<file path="src/hw/rtl/sdr_pkg.sv">
`timescale 1ns / 1ps

package sdr_pkg;

	// field widths
	localparam int IN_W  = 16;
	localparam int OUT_W = 16;

	// internal fixed point: unit vectors in q1.30
	localparam int FRAC      = 30;
	localparam int OUT_SHIFT = FRAC - (OUT_W - 2);

	// the largest aligned magnitude lies in [2^(AL_W-1), 2^AL_W), or is zero
	localparam int AL_W  = FRAC;
	// magnitude width ahead of alignment (projection remainder may reach 2^32)
	localparam int MAG_W = AL_W + 3;

	// alignment stages: negative is a right shift, positive a left shift
	localparam int ALN_ST              = 7;
	localparam int ALN_LAT             = ALN_ST + 1;
	localparam int ALN_SHIFT [ALN_ST]  = '{-2, -1, 16, 8, 4, 2, 1};

	// square root chain
	localparam int SQ_W       = 2 * AL_W + 2;
	localparam int ROOT_W     = SQ_W / 2;
	localparam int REM_W      = ROOT_W + 4;
	localparam int SQRT_STEPS = ROOT_W;

	// division chain, one quotient bit per cell
	localparam int Q_W       = AL_W + 1;
	localparam int DIV_STEPS = Q_W;

	// normalize unit: squares, sum, root, divide
	localparam int UNIT_LAT = 2 + SQRT_STEPS + DIV_STEPS;

	// signed unit-vector component
	localparam int C_W = AL_W + 2;

	typedef logic [2:0][MAG_W-1:0] mvec_t;
	typedef logic [2:0][AL_W-1:0]  avec_t;
	typedef logic signed [C_W-1:0] cval_t;

	typedef struct packed {
		logic [SQ_W-1:0]   s;
		logic [ROOT_W-1:0] root;
		logic [REM_W-1:0]  rem;
	} sq_t;

	typedef struct packed {
		logic [ROOT_W-1:0] rem;
		logic [Q_W-1:0]    q;
		logic [Q_W-1:0]    lo;
	} dl_t;

	typedef struct packed {
		logic [ROOT_W-1:0] n;
		dl_t [2:0]         ln;
	} dv_t;

	// divide by 2^n, rounding half away from zero
	function automatic logic signed [63:0] rnd_shift(input logic signed [63:0] v,
			input int n);
		logic [63:0] m;
		if (n == 0) begin
			return v;
		end
		m = v[63] ? (~v + 64'd1) : v;
		m = (m + (64'd1 << (n - 1))) >> n;
		return v[63] ? -$signed(m) : $signed(m);
	endfunction

	// clamp to +-2^(OUT_W-2)
	function automatic logic [OUT_W-1:0] sat_out(input logic signed [63:0] v);
		logic signed [63:0] lim;
		lim = 64'sd1 <<< (OUT_W - 2);
		if (v > lim) begin
			return OUT_W'(lim);
		end
		if (v < -lim) begin
			return OUT_W'(-lim);
		end
		return OUT_W'(v);
	endfunction

endpackage

</file>
<file path="src/hw/rtl/sdr_align.sv">
`timescale 1ns / 1ps

module sdr_align (
	input  logic             clk,
	input  logic             en,
	input  sdr_pkg::mvec_t   mag,
	input  logic [2:0]       sgn,
	output sdr_pkg::avec_t   amag,
	output logic [2:0]       asgn,
	output logic             zero
);
	import sdr_pkg::*;

	mvec_t            mg_q [ALN_LAT];
	logic [MAG_W-1:0] mx_q [ALN_LAT];
	logic [2:0]       sg_q [ALN_LAT];
	logic             zr_q [ALN_LAT];
	logic [MAG_W-1:0] mx_in;

	function automatic logic do_shift(input logic [MAG_W-1:0] mx, input int sh);
		if (sh < 0) begin
			return mx >= (MAG_W'(1) << (AL_W - 1 - sh));
		end
		return mx < (MAG_W'(1) << (AL_W - sh));
	endfunction

	function automatic logic [MAG_W-1:0] shift_one(input logic [MAG_W-1:0] v,
			input int sh);
		if (sh < 0) begin
			return v >> (-sh);
		end
		return v << sh;
	endfunction

	always_comb begin
		mx_in = mag[0];
		if (mag[1] > mx_in) begin
			mx_in = mag[1];
		end
		if (mag[2] > mx_in) begin
			mx_in = mag[2];
		end
	end

	always_ff @(posedge clk) begin
		if (en) begin
			mg_q[0] <= mag;
			mx_q[0] <= mx_in;
			sg_q[0] <= sgn;
			zr_q[0] <= (mx_in == '0);
			for (int k = 0; k < ALN_ST; k++) begin
				for (int i = 0; i < 3; i++) begin
					mg_q[k+1][i] <= do_shift(mx_q[k], ALN_SHIFT[k]) ?
						shift_one(mg_q[k][i], ALN_SHIFT[k]) : mg_q[k][i];
				end
				mx_q[k+1] <= do_shift(mx_q[k], ALN_SHIFT[k]) ?
					shift_one(mx_q[k], ALN_SHIFT[k]) : mx_q[k];
				sg_q[k+1] <= sg_q[k];
				zr_q[k+1] <= zr_q[k];
			end
		end
	end

	always_comb begin
		for (int i = 0; i < 3; i++) begin
			amag[i] = mg_q[ALN_ST][i][AL_W-1:0];
		end
	end

	assign asgn = sg_q[ALN_ST];
	assign zero = zr_q[ALN_ST];

endmodule

</file>
<file path="config.mk">
export PLATFORM = sky130hd
export DESIGN_NAME = sdr_align
export DESIGN_NICKNAME = d
export VERILOG_FILES = /design/src/hw/rtl/sdr_pkg.sv /design/src/hw/rtl/sdr_align.sv
export SDC_FILE = /design/constraint.sdc
export NUM_CORES = 1
export LEC_CHECK = 0
export ABC_AREA = 1
export BUFFER_PORTS_ARGS = -buffer_cell sky130_fd_sc_hd__clkbuf_2
export CORE_ASPECT_RATIO = 0.8
export CORE_UTILIZATION = 40
export CTS_BUF_LIST = sky130_fd_sc_hd__clkbuf_8 sky130_fd_sc_hd__clkbuf_16
export DETAILED_ROUTE_END_ITERATION = 10
export HOLD_SLACK_MARGIN = 0.1
export MAX_ROUTING_LAYER = met4
export SLEW_MARGIN = 5
export SYNTH_ARGS = -nofsm -noshare
export SYNTH_HDL_FRONTEND = slang
export SYNTH_SLANG_ARGS = --single-unit
export TNS_END_PERCENT = 10
</file>
<file path="constraint.sdc">
create_clock -name clk -period 3.75 [get_ports clk]
set_input_delay 0.1875 -clock clk [delete_from_list [all_inputs] [get_ports clk]]
set_output_delay 0.1875 -clock clk [all_outputs]
set_load 0.02 [all_outputs]
</file>
### Word-level counts from Yosys, hierarchy flattened

Memory sizes are Yosys's and may differ from the RTL's.
Index checks and enable logic that the tools add are counted.
Widths: inputs -> output; s select.

| cells by class | value |
|---|---|
| muxes and demuxes | 53 |
| reductions and logical operators | 1 |
| order comparisons | 11 |

Operators with widths:

| operator | number |
|---|---|
| $mux 33 | 38 |
| $mux 32 | 4 |
| $mux 31 | 4 |
| $gt 33x33->1 | 2 |
| $ge 33x31->1 const B | 1 |
| $ge 33x32->1 const B | 1 |
| $logic_not 33->1 | 1 |
| $lt 33x15->1 const B | 1 |
| $lt 33x23->1 const B | 1 |
| $lt 33x27->1 const B | 1 |
| $lt 33x29->1 const B | 1 |
| $lt 33x30->1 const B | 1 |
| $lt 33x32->1 const B | 1 |
| $lt 33x33->1 const B | 1 |
| $mux 1 | 7 |

| storage, ports and cells | value |
|---|---|
| output and inout port bits | 94 |
| bits of input ports | 104 |
| flip-flop bits (word level) | 0 |
| memories kept | 4 |
| word-level logic and storage cells | 69 |
| memory bits (writable) | 1,088 |

Memories:

| name | words | width | rd ports | clocked after memory_dff | wr ports | line | source |
|---|---|---|---|---|---|---|---|
| mg_q | 8 | 99 | 8 | 0 | 8 | sdr_align.sv:14 | `mvec_t mg_q [ALN_LAT];` |
| mx_q | 8 | 33 | 7 | 0 | 8 | sdr_align.sv:15 | `logic [MAG_W-1:0] mx_q [ALN_LAT];` |
| sg_q | 8 | 3 | 8 | 0 | 8 | sdr_align.sv:16 | `logic [2:0] sg_q [ALN_LAT];` |
| zr_q | 8 | 1 | 8 | 0 | 8 | sdr_align.sv:17 | `logic zr_q [ALN_LAT];` |

### Longest topological paths before layout

Gate-level depths: netlist of the first run.

| depth | value |
|---|---|
| word-level depth | 5 |
| gate-level depth with buffers | 38 |
| depth with buffers taken out | 36 |

### Worst setup path before layout of the first run

OpenSTA, ideal clock, no wires.

| timing path | value |
|---|---|
| kind | in2reg |
| from | input mag[30] (netlist bit) |
| to | memory zr_q[0][0], data pin |
| path slack | 321 ps |
| data required time | 3,615 ps |
| buffers on the path | 3 |
| cell stages on the path | 29 |
| arrival time | 3,295 ps |
| library setup time | 135 ps |
| path through | inv_1 -> ha_1 -> nand2_1 -> nor2_2 -> nand2_1 -> nor2_2 -> nand3_1 -> nand2_1 -> nor2_2 -> nand2_4 -> buf_4 -> nand3_1 -> and2_1 -> ha_1 -> nand2_1 -> nor4_4 -> nand2_1 -> nand2_1 -> nand2_1 -> nand2_2 -> nand2_2 -> buf_6 -> buf_6 -> or2_0 -> nand2_1 -> nand4_1 -> nor2_1 -> nand2_1 -> nor2_2 |

RTL lines:

| item | line | source |
|---|---|---|
| start: declaration | sdr_align.sv:6 | `input sdr_pkg::mvec_t mag,` |
| end: declaration | sdr_align.sv:17 |  |

==> results, run 1 <==
- The final instance count without filler cells is 5,031.
- The worst setup path is captured at a flop.
- The first-pass GRT wire length is 125 mm.
- The time the final worst path needs with I/O delays and setup is 3.54 ns.
- The share of layout cells above drive strength 1 is 0.193.
- The maximum clock path buffer count is 3.
- The region available for standard cell placement spans 95,400 um^2.
- Measured along the x axis, the die boundary spans 350 um.
- The critical path data required time is 4.24 ns.
- After global routing the overflow that remains totals 0.
- The vias per cell is 4.57.
- The path category of the worst min-delay check is input port to flop.
- Summed over all layers, the routed wires come to 81.3 mm.
- The clock transition at the registers of the reported paths is 0.06 ns.
- The tool flagged a number of max-cap violations equal to 0.
- The post-synthesis share of cell area spent on and, or, nand and nor gates is 0.132.
- After legalization and detailed placement, the total HPWL measured 57.9 mm.
- Clock skew on the completed layout was measured at 0.0232 ns.
- Detailed routing inserted a total of 23,015 vias.
- The share of synthesized cell area in full adder, half adder and majority cells is 0.0213.
- Of the post-synthesis cell area, the dominant cell type holds 0.698.
- The number of antenna violations at the first check in global routing is 4.
- Summing every instance area after synthesis gives 38,800 um^2.
- In the final design database the tool counted 3,844 nets.
- Counting every sink on the clock net gives 901.
- Based on the critical path, the design can be clocked at up to 0.282 GHz.
- The H-tree depth is 3.
- For this run, the register share of the synthesized area comes to 0.698.
- The setup path with the least slack is of type input port to flop.
- The average wire length per cell after detail routing is 16.2 um.
- The area fraction in compound gates after synthesis came to 0.0480.
- The first detailed-routing pass ran for 6 iterations.
- The post-route setup TNS is 0 ns.
- Of the total synthesized cell area, the portion taken by XOR and XNOR cells is 0.
- The largest family of logic cells by synthesized area is simple AND/OR/NAND/NOR gates.
- Clock latency on the worst-skew pair, taken at its later pin, is 0.64 ns.
- Leaving out fill and tap cells, the most frequent cells in the layout are 960 x sky130_fd_sc_hd__nand2_1, 901 x sky130_fd_sc_hd__edfxtp_1, 331 x sky130_fd_sc_hd__inv_1.
- The share of flip-flops with an asynchronous set or reset after synthesis is 0.
- The floorplan has 101 rows.
- Setup violations remaining at the end of the flow were counted as 0.
- The starting utilization of the core area is 0.406.
- The number of pins exceeding their max-slew limit in the final report came to 0.
- The TritonCTS buffer count is 89.
- After filler insertion, the fill cell instance count of the layout stands at 8,505.
- The number of different library cells used by synthesis comes to 39.
- The clock tree from TritonCTS is done.
- In this run the worst path has a maximum fanout of 7.
- The number of routed nets with antenna violations is 0.
- The maximum number of pins on one net before global-route repair is 183.
- After detailed placement, the design holds a cell count of 4,762.
- The final estimated routing congestion in global placement is 0.922.
- For this design the ratio of total power to cell area is 516 nW/um^2.
- The part of the cycle the worst path needs is 0.944.
- The flop and latch count out of synthesis is 901.
- The number of buffers added on ports is 197.
- The relative slew slack is 0.288.
- The synthesized netlist cell count is 3,307.
- The mean area per synthesized cell is 11.7 um^2.
- Compared with the post-synthesis result, the final layout area differs by 18.4%.
- The number of warning messages in the yosys log is 0.
- The maximum VDD drop is 0.000309 V.
- The post-synthesis mux area share is 0.0357.
- The cell at the root of the clock tree is sky130_fd_sc_hd__clkbuf_16.
- The largest stage delay on the critical path is 0.26 ns.
- After the first detailed-routing iteration, the DRC count stood at 1,844.
- The slowest stage of the critical path is the sky130_fd_sc_hd__ha_1 cell.
- The synthesized design spends more area on one cell type than any other, namely sky130_fd_sc_hd__edfxtp_1.
- After synthesis, the cell types taking the most area are sky130_fd_sc_hd__edfxtp_1 70%, sky130_fd_sc_hd__nand2_1 9.4%, sky130_fd_sc_hd__mux2_2 3.6%.
- The die area is 98,200 um^2.
- Data arrives at the worst endpoint at 4.03 ns.
- The startpoint type of the worst setup path is an input port.
- The flow ran to the end, and the final reports show no timing, DRC or antenna violations.
- The post-detailed-route DRC marker count is 0.
- The static power due to leakage is 19.2 nW.
- The die span in y is 280 um.
- Across every metal layer, demand over resource in global routing totals 0.170.
- The number of enable flip-flop cells after synthesis is 901.
- The number of top-level design ports is 198.
- For the pin with the worst max-slew slack, the measured transition is 1.07 ns.
- The cell seen most often among critical-path stages is sky130_fd_sc_hd__nand2_1.
- The number of global-route vias before repair is 21,650.
- The prevailing post-synth register cell is sky130_fd_sc_hd__edfxtp_1.
- The number of hold violations in the final report was 0.
- Leaving out fill and tap cells, the most frequent cell in the layout is sky130_fd_sc_hd__nand2_1.
## stage by stage
step / hold slack [ns] / area [um^2] / util / total power [mW] / setup slack (ns)
after global placement: 0.366 / 41900 / 0.439 / 15.5 / -0.348
after global routing: 0.234 / 45900 / 0.481 / 24.7 / -0.179
after CTS: 0.219 / 45600 / 0.478 / 23.8 / 0.0458
final: 0.269 / 45900 / 0.481 / 23.7 / 0.210
after floorplan: 0.286 / 38800 / - / 14.3 / 0.321
after detailed placement: 0.370 / 41900 / 0.439 / 15.6 / -0.407
## worst paths after layout
path | depth (start not counted) | end | slack, ns | startpoint
worst max-delay path | 32 | zr_q[0][0] | 0.21 | mag[28]
worst min-delay path | 2 | sg_q[0][2] | 0.27 | sgn[2]
worst max register to register | 4 | mg_q[0][215] | 1.31 | mx_q[0][64]
worst min register to register | 0 | zr_q[1][1] | 0.42 | zr_q[1][0]
## flip-flops by register name, indices dropped and copies added (netlist names)
signal  count
mg_q      732
mx_q      137
sg_q       24
zr_q        8
## metal layers
metal,up-vias,global-route usage,routed length [um]
li1,11775,-,-
met1,10546,0.267,43300
met2,584,0.228,32500
met3,110,0.0268,4150
met4,0,0.0350,1390
met5,-,-,0
## timing repair
action | 4_1_cts | 5_1_grt
buffers inserted | 0 | 2
endpoints found under the setup margin | 0 | 16
hold buffers | 103 | 3
gates resized for setup | 0 | 46
hold endpoints to repair | 164 | 3
## cell usage after synthesis, types with 6 or more instances
library cell / n
sky130_fd_sc_hd__ha_1: 66
sky130_fd_sc_hd__nor2_1: 219
sky130_fd_sc_hd__edfxtp_1: 901
sky130_fd_sc_hd__nand3b_1: 6
sky130_fd_sc_hd__mux2_2: 123
sky130_fd_sc_hd__buf_1: 9
sky130_fd_sc_hd__a21o_1: 7
sky130_fd_sc_hd__nand4_1: 6
sky130_fd_sc_hd__nand3_1: 46
sky130_fd_sc_hd__buf_4: 96
sky130_fd_sc_hd__clkbuf_1: 130
sky130_fd_sc_hd__o21ai_1: 8
sky130_fd_sc_hd__a21oi_1: 126
sky130_fd_sc_hd__o21ai_2: 9
sky130_fd_sc_hd__nor2_2: 6
sky130_fd_sc_hd__buf_6: 7
sky130_fd_sc_hd__and2_1: 16
sky130_fd_sc_hd__o21ai_0: 197
sky130_fd_sc_hd__inv_1: 308
sky130_fd_sc_hd__nand2_1: 976
## worst max-delay path: cells and delay by family
kind | cells | cell delay [ns]
AO/OA/AOI/OAI | 2 | 0.31
adder cells (fa/ha/maj) | 2 | 0.49
buffers and inverters | 6 | 0.80
AND/OR/NAND/NOR | 22 | 2.26
## cell type report
type	instances	area, um^2	share of cell area
sequential	901	27100	0.590
inverter	314	1180	0.0257
timing repair buffer	520	3960	0.0863
tap	1287	1610	0.0351
antenna	1	2.50	0.0000545
multi-input combinational	1848	9430	0.205
clock buffer	90	2250	0.0491
clock inverter	70	404	0.00881
## cells by family (layout without fill, tap and decap cells)
kind of cell / after synthesis / in the layout
other: 1 / 4
AOI/OAI and AO/OA: 356 / 356
buffers and inverters: 560 / 994
DFF: 901 / 901
and+or+nand+nor: 1300 / 1300
adders and majority gates: 66 / 66
muxes: 123 / 123
## report_power, final
group | switching (mW) | leakage [nW] | internal [mW]
Combinational | 1.68 | 9.00 | 1.20
Sequential | 0.380 | 8.82 | 12.3
Clock | 3.62 | 1.40 | 4.50
Total | 5.68 | 19.2 | 18.0
Power figures use the tool's default switching activity.
==> run 2: changes to the inputs <==
CORE_UTILIZATION = 30   (was 40)
==> results, run 2 (same netlist as run 1, synthesis figures left out) <==
- Status: completed (unchanged).
- The total number of placement rows came to 117 (was 101).
- The final-layout fill cell count came to 12,564 (was 8,505).
- The final instance count without filler cells is 5,501 (was 5,031).
- The maximum clock path buffer count was 3 (unchanged).
- The number of maximum-capacitance violations is 0 (unchanged).
- The maximum fanout along the worst path came to 11 (was 7).
- The type of the worst setup path is input port to flop (unchanged).
- The number of buffers added on ports came to 197 (unchanged).
- The number of hold violations in the final report is 0 (unchanged).
- The cell seen most often among critical-path stages is sky130_fd_sc_hd__nand2_1 (unchanged).
- The critical path arrival came to 4.00 ns (was 4.03 ns).
- The final core utilization was 0.368 (was 0.481).
- The power per cell area is 522 nW/um^2 (was 516 nW/um^2).
- The clock sink total was 901 (unchanged).
- The pin slew with the least headroom to its limit is 0.975 ns (was 1.07 ns).
- The starting utilization of the core area was 0.304 (was 0.406).
- The average wire length per cell after detail routing is 16.4 um (was 16.2 um).
- Leading registers by flop count: mg_q: 732 flops, mx_q: 137 flops, sg_q: 24 flops (unchanged).
- The master of the slowest instance on the critical path is sky130_fd_sc_hd__ha_1 (unchanged).
- The share of layout cells above drive strength 1 is 0.209 (was 0.193).
- The die extent in x came to 404 um (was 350 um).
- The minimum setup slack in the final design is 0.185 ns (was 0.210 ns).
- The most common library cell in the layout ignoring fill and taps was sky130_fd_sc_hd__nand2_1 (unchanged).
- The final hold slack is 0.219 ns (was 0.269 ns).
- The clock tree from TritonCTS is done (unchanged).
- The TritonCTS buffer count is 95 (was 89).
- The placed instance area is 42,600 um^2 (was 41,900 um^2).
- The final routed wirelength across all metal layers is 90.0 mm (was 81.3 mm).
- The cell at the root of the clock tree was sky130_fd_sc_hd__clkbuf_16 (unchanged).
- The final estimated routing congestion in global placement was 0.914 (was 0.922).
- The capturing element type of the critical path is a flop (unchanged).
- The relative slew slack is 0.350 (was 0.288).
- Setup repair after global routing could not meet its margin everywhere.
- The die span in y is 324 um (was 280 um).
- The highest clock frequency the design can meet came to 0.281 GHz (was 0.282 GHz).
- The layout net count is 3,868 (was 3,844).
- The via count is 23,518 (was 23,015).
- The number of antenna violations at the first check in global routing is 9 (was 4).
- The post-route setup TNS is 0 ns (unchanged).
- The H-tree depth came to 3 (unchanged).
- The maximum VDD drop is 0.000319 V (was 0.000309 V).
- The overall power consumption came to 24.5 mW (was 23.7 mW).
- The path category of the worst min-delay check is input port to flop (unchanged).
- The number of top-level design ports is 198 (unchanged).
- The later-pin clock latency in the skew report is 0.68 ns (was 0.64 ns).
- The first-pass GRT wire length came to 138 mm (was 125 mm).
- The placeable core region is 128,000 um^2 (was 95,400 um^2).
- The DRC marker count from the first detailed-route iteration is 2,052 (was 1,844).
- The global-route usage over all layers is 0.141 (was 0.170).
- The final-report setup violation count came to 0 (unchanged).
- The flip-flop count of the largest register after layout is 732 (unchanged).
- The static power due to leakage is 19.4 nW (was 19.2 nW).
- The startpoint type of the worst setup path is an input port (unchanged).
- The area of the multi-input gates came to 9560 um^2 (was 9430 um^2).
- The post-detailed-route DRC marker count is 0 (unchanged).
- The flip-flop and latch area is 27,100 um^2 (unchanged).
- The pre-CTS setup slack is -0.646 ns (was -0.407 ns).
- The vias per cell is 4.28 (was 4.57).
- The critical path data required time is 4.18 ns (was 4.24 ns).
- The instance count after placement with tap cells included was 5,215 (was 4,762).
- The total global routing overflow was 0 (unchanged).
- The number of global-route vias before repair came to 22,721 (was 21,650).
- The half-perimeter wire length after detailed placement was 64.9 mm (was 57.9 mm).
- The cell area after layout was 46,900 um^2 (was 45,900 um^2).
- The largest stage delay on the critical path is 0.31 ns (was 0.26 ns).
- The number of routed nets with antenna violations is 0 (unchanged).
- The part of the cycle the worst path needs is 0.951 (was 0.944).
- The number of pins exceeding their max-slew limit in the final report was 0 (unchanged).
- The iteration count of the initial detailed-routing pass is 5 (was 6).
- The clock transition at the registers of the reported paths came to 0.07 ns (was 0.06 ns).
- Commonest cells after routing, fill and taps aside: 948 x sky130_fd_sc_hd__nand2_1, 901 x sky130_fd_sc_hd__edfxtp_1, 327 x sky130_fd_sc_hd__inv_1 (was 960 x sky130_fd_sc_hd__nand2_1, 901 x sky130_fd_sc_hd__edfxtp_1, 331 x sky130_fd_sc_hd__inv_1).
- The setup skew after layout was 0.0299 ns (was 0.0232 ns).
- The maximum number of pins on one net before global-route repair is 130 (was 183).
- The layout-stage area growth over the synthesis result is 21.1% (was 18.4%).
- The die area was 131,000 um^2 (was 98,200 um^2).
- The time the final worst path needs with I/O delays and setup is 3.56 ns (was 3.54 ns).
- The largest register by flop count is mg_q (unchanged).
## run 2: cell count changes in the layout (fill, tap and decap cells not counted), moves of 4 or more
cell | previous run | this run
sky130_fd_sc_hd__diode_2 | 1 | 6
sky130_fd_sc_hd__ha_1 | 60 | 55
sky130_fd_sc_hd__clkinv_2 | 16 | 12
sky130_fd_sc_hd__ha_4 | 6 | 11
sky130_fd_sc_hd__clkbuf_16 | 92 | 96
sky130_fd_sc_hd__clkinvlp_4 | 0 | 5
sky130_fd_sc_hd__clkinv_1 | 23 | 19
sky130_fd_sc_hd__nor2_1 | 212 | 208
sky130_fd_sc_hd__buf_4 | 198 | 216
sky130_fd_sc_hd__nand2_1 | 960 | 948
sky130_fd_sc_hd__inv_1 | 331 | 327
sky130_fd_sc_hd__nand2_2 | 17 | 29
## run 2: path summary, 6_finish.rpt
| check | start | endpoint | slack (ns) | depth (start not counted) |
|---|---|---|---|---|
| max reg2reg | mx_q[0][130] | mg_q[1][5] | 1.24 | 5 |
| max | mag[30] | zr_q[0][0] | 0.19 | 33 |
| min reg2reg | sg_q[0][3] | sg_q[0][6] | 0.42 | 0 |
| min | sgn[0] | sg_q[0][0] | 0.22 | 2 |
## run 2: worst max-delay path: cells and delay by family
kind | cells | cell delay, ns
simple gates | 18 | 1.56
buf+inv | 8 | 0.94
compound gates | 5 | 0.72
fa+ha+maj | 2 | 0.60
## run 2: power by group
group	total, mW	switching [mW]	leakage (nW)	internal (mW)
combinational	3.00	1.76	9.05	1.24
clock	8.80	3.90	1.51	4.90
sequential	12.7	0.394	8.82	12.3
## run 2: repair_timing
action	CTS	global route
gates resized for setup	0	79
setup endpoints to repair	0	25
setup buffers	0	6
hold buffers	103	0
hold endpoints to repair	173	0
## run 2: area by class of cell
| type | count | share of cell area |
|---|---|---|
| inverter | 314 | 0.0252 |
| tap | 1725 | 0.0460 |
| clock buffer | 95 | 0.0506 |
| antenna | 6 | 0.000320 |
| timing repair buffer | 538 | 0.0863 |
| multi-input combinational | 1848 | 0.204 |
| clock inverter | 74 | 0.0115 |
| sequential | 901 | 0.576 |
## run 2: metal layers
layer  vias to the layer above  GRT usage  part of all wire  wire (um)
met5                         -          -                 0          0
met4                         0     0.0336             0.018       1660
met3                       128     0.0254             0.061       5470
met2                       627      0.186              0.39      35300
met1                     10921      0.219              0.53      47500
li1                      11842          -                 -          -
==> run 3: changes to the inputs <==
clock period = 4.2 ns   (was 3.75 ns; I/O delays follow)
==> results, run 3 (same netlist as run 1, synthesis figures left out) <==
- Status: completed (unchanged).
- The instance count after placement with tap cells included came to 5,196 (was 5,215).
- The iteration count of the initial detailed-routing pass is 8 (was 5).
- The maximum VDD drop is 0.000322 V (was 0.000319 V).
- The path category of the worst min-delay check was input port to flop (unchanged).
- The part of the cycle the worst path needs is 0.963.
- The clock transition at the registers of the reported paths was 0.06 ns (was 0.07 ns).
- The number of hold violations in the final report is 0 (unchanged).
- The clock period could shrink to 4.05 ns.
- The vias per cell is 4.31 (was 4.28).
- The total number of placement rows was 117 (unchanged).
- Commonest cells after routing, fill and taps aside: 948 x sky130_fd_sc_hd__nand2_1, 901 x sky130_fd_sc_hd__edfxtp_1, 317 x sky130_fd_sc_hd__inv_1 (was 948 x sky130_fd_sc_hd__nand2_1, 901 x sky130_fd_sc_hd__edfxtp_1, 327 x sky130_fd_sc_hd__inv_1).
- The total global routing overflow came to 0 (unchanged).
- The number of pins exceeding their max-slew limit in the final report came to 0 (unchanged).
- The capturing element type of the critical path is a flop (unchanged).
- The flip-flop and latch area came to 27,100 um^2 (unchanged).
- The number of top-level design ports is 198 (unchanged).
- The power per cell area is 471 nW/um^2 (was 522 nW/um^2).
- The maximum fanout along the worst path is 5 (was 11).
- The final-layout fill cell count is 12,446 (was 12,564).
- Leading registers by flop count: mg_q: 732 flops, mx_q: 137 flops, sg_q: 24 flops (unchanged).
- The die span in y is 324 um (unchanged).
- The minimum setup slack in the final design is 0.154 ns (was 0.185 ns).
- The flip-flop count of the largest register after layout is 732 (unchanged).
- The starting utilization of the core area is 0.304 (unchanged).
- The startpoint type of the worst setup path is an input port (unchanged).
- The cell at the root of the clock tree is sky130_fd_sc_hd__clkbuf_16 (unchanged).
- The clock tree from TritonCTS is done (unchanged).
- The number of buffers added on ports is 197 (unchanged).
- The half-perimeter wire length after detailed placement is 64.1 mm (was 64.9 mm).
- The H-tree depth was 3 (unchanged).
- The final routed wirelength across all metal layers came to 90.7 mm (was 90.0 mm).
- The largest stage delay on the critical path is 0.57 ns (was 0.31 ns).
- The first-pass GRT wire length is 136 mm (was 138 mm).
- For this run, the top clock speed supported by timing is 0.247 GHz.
- The number of antenna violations at the first check in global routing is 13 (was 9).
- The placeable core region is 128,000 um^2 (unchanged).
- The setup skew after layout is 0.0401 ns (was 0.0299 ns).
- The number of routed nets with antenna violations is 0 (unchanged).
- The maximum clock path buffer count is 3 (unchanged).
- The maximum number of pins on one net before global-route repair came to 147 (was 130).
- The final hold slack is 0.162 ns (was 0.219 ns).
- The number of maximum-capacitance violations is 0 (unchanged).
- The later-pin clock latency in the skew report is 0.71 ns (was 0.68 ns).
- The number of global-route vias before repair is 22,463 (was 22,721).
- The layout net count is 3,855 (was 3,868).
- The largest register by flop count is mg_q (unchanged).
- The final estimated routing congestion in global placement is 0.908 (was 0.914).
- The area of the multi-input gates came to 9700 um^2 (was 9560 um^2).
- The layout-stage area growth over the synthesis result came to 22.6% (was 21.1%).
- The relative slew slack is 0.235 (was 0.350).
- The overall power consumption is 22.4 mW (was 24.5 mW).
- The static power due to leakage was 19.9 nW (was 19.4 nW).
- The DRC marker count from the first detailed-route iteration came to 1,978 (was 2,052).
- The clock sink total is 901 (unchanged).
- The share of layout cells above drive strength 1 is 0.202 (was 0.209).
- The global-route usage over all layers is 0.140 (was 0.141).
- The critical path arrival came to 4.58 ns (was 4.00 ns).
- The die extent in x is 404 um (unchanged).
- The most common library cell in the layout ignoring fill and taps is sky130_fd_sc_hd__nand2_1 (unchanged).
- The pin slew with the least headroom to its limit is 1.15 ns (was 0.975 ns).
- The die area came to 131,000 um^2 (unchanged).
- The final instance count without filler cells is 5,494 (was 5,501).
- The final-report setup violation count is 0 (unchanged).
- The via count is 23,680 (was 23,518).
- The TritonCTS buffer count is 93 (was 95).
- The post-detailed-route DRC marker count was 0 (unchanged).
- The critical path data required time was 4.73 ns (was 4.18 ns).
- The cell seen most often among critical-path stages was sky130_fd_sc_hd__nand2_1 (unchanged).
- The average wire length per cell after detail routing came to 16.5 um (was 16.4 um).
- The pre-CTS setup slack is -0.157 ns (was -0.646 ns).
- The master of the slowest instance on the critical path is sky130_fd_sc_hd__dlygate4sd3_1 (was sky130_fd_sc_hd__ha_1).
- The type of the worst setup path is input port to flop (unchanged).
-- run 3: stage by stage --
stage                     utilization  TNS, ns  instance area, um^2
after CTS                       0.364        0                46500
after floorplan                     -        0                38800
final                           0.372        0                47500
after detailed placement        0.332   -0.362                42400
after global routing            0.372  -0.0452                47500
after global placement          0.332   -0.182                42400
-- run 3: power by group --
part,total (mW),switching (mW),internal (mW)
Clock,8.34,3.58,4.76
Sequential,11.3,0.349,11.0
Combinational,2.72,1.59,1.13
Total,22.4,5.52,16.9
-- run 3: critical path, delay by kind of cell --
kind	cells	cell delay, ns
adders and majority gates	2	0.54
and+or+nand+nor	23	2.78
buffers and inverters	5	1.03
-- run 3: per-layer routing --
metal | wire length [um] | GRT usage
met3 | 5810 | 0.0298
met4 | 1890 | 0.0371
met1 | 47900 | 0.217
met2 | 35100 | 0.179
met5 | 0 | -
-- run 3: repair_timing --
action	in CTS	in global routing
setup endpoints to repair	0	32
endpoints found under the hold margin	167	39
hold buffers	103	39
resized for setup	0	158
buffers inserted	0	18
-- run 3: layout make-up --
type / instances / area share
Antenna cell: 6 / 0.000316
Inverter: 314 / 0.0250
Tap cell: 1725 / 0.0454
Clock buffer: 93 / 0.0490
Timing Repair Buffer: 525 / 0.0903
Clock inverter: 80 / 0.0168
Sequential cell: 901 / 0.569
Multi-Input combinational cell: 1850 / 0.204
-- run 3: final timing paths --
kind,from,to,slack (ns),depth (start not counted)
hold reg to reg,zr_q[2][1],zr_q[3][0],0.41,0
setup reg to reg,mx_q[0][82],mg_q[0][375],1.10,6
hold / removal,mag[39],mg_q[0][39],0.16,2
setup / recovery,mag[23],zr_q[0][0],0.15,30
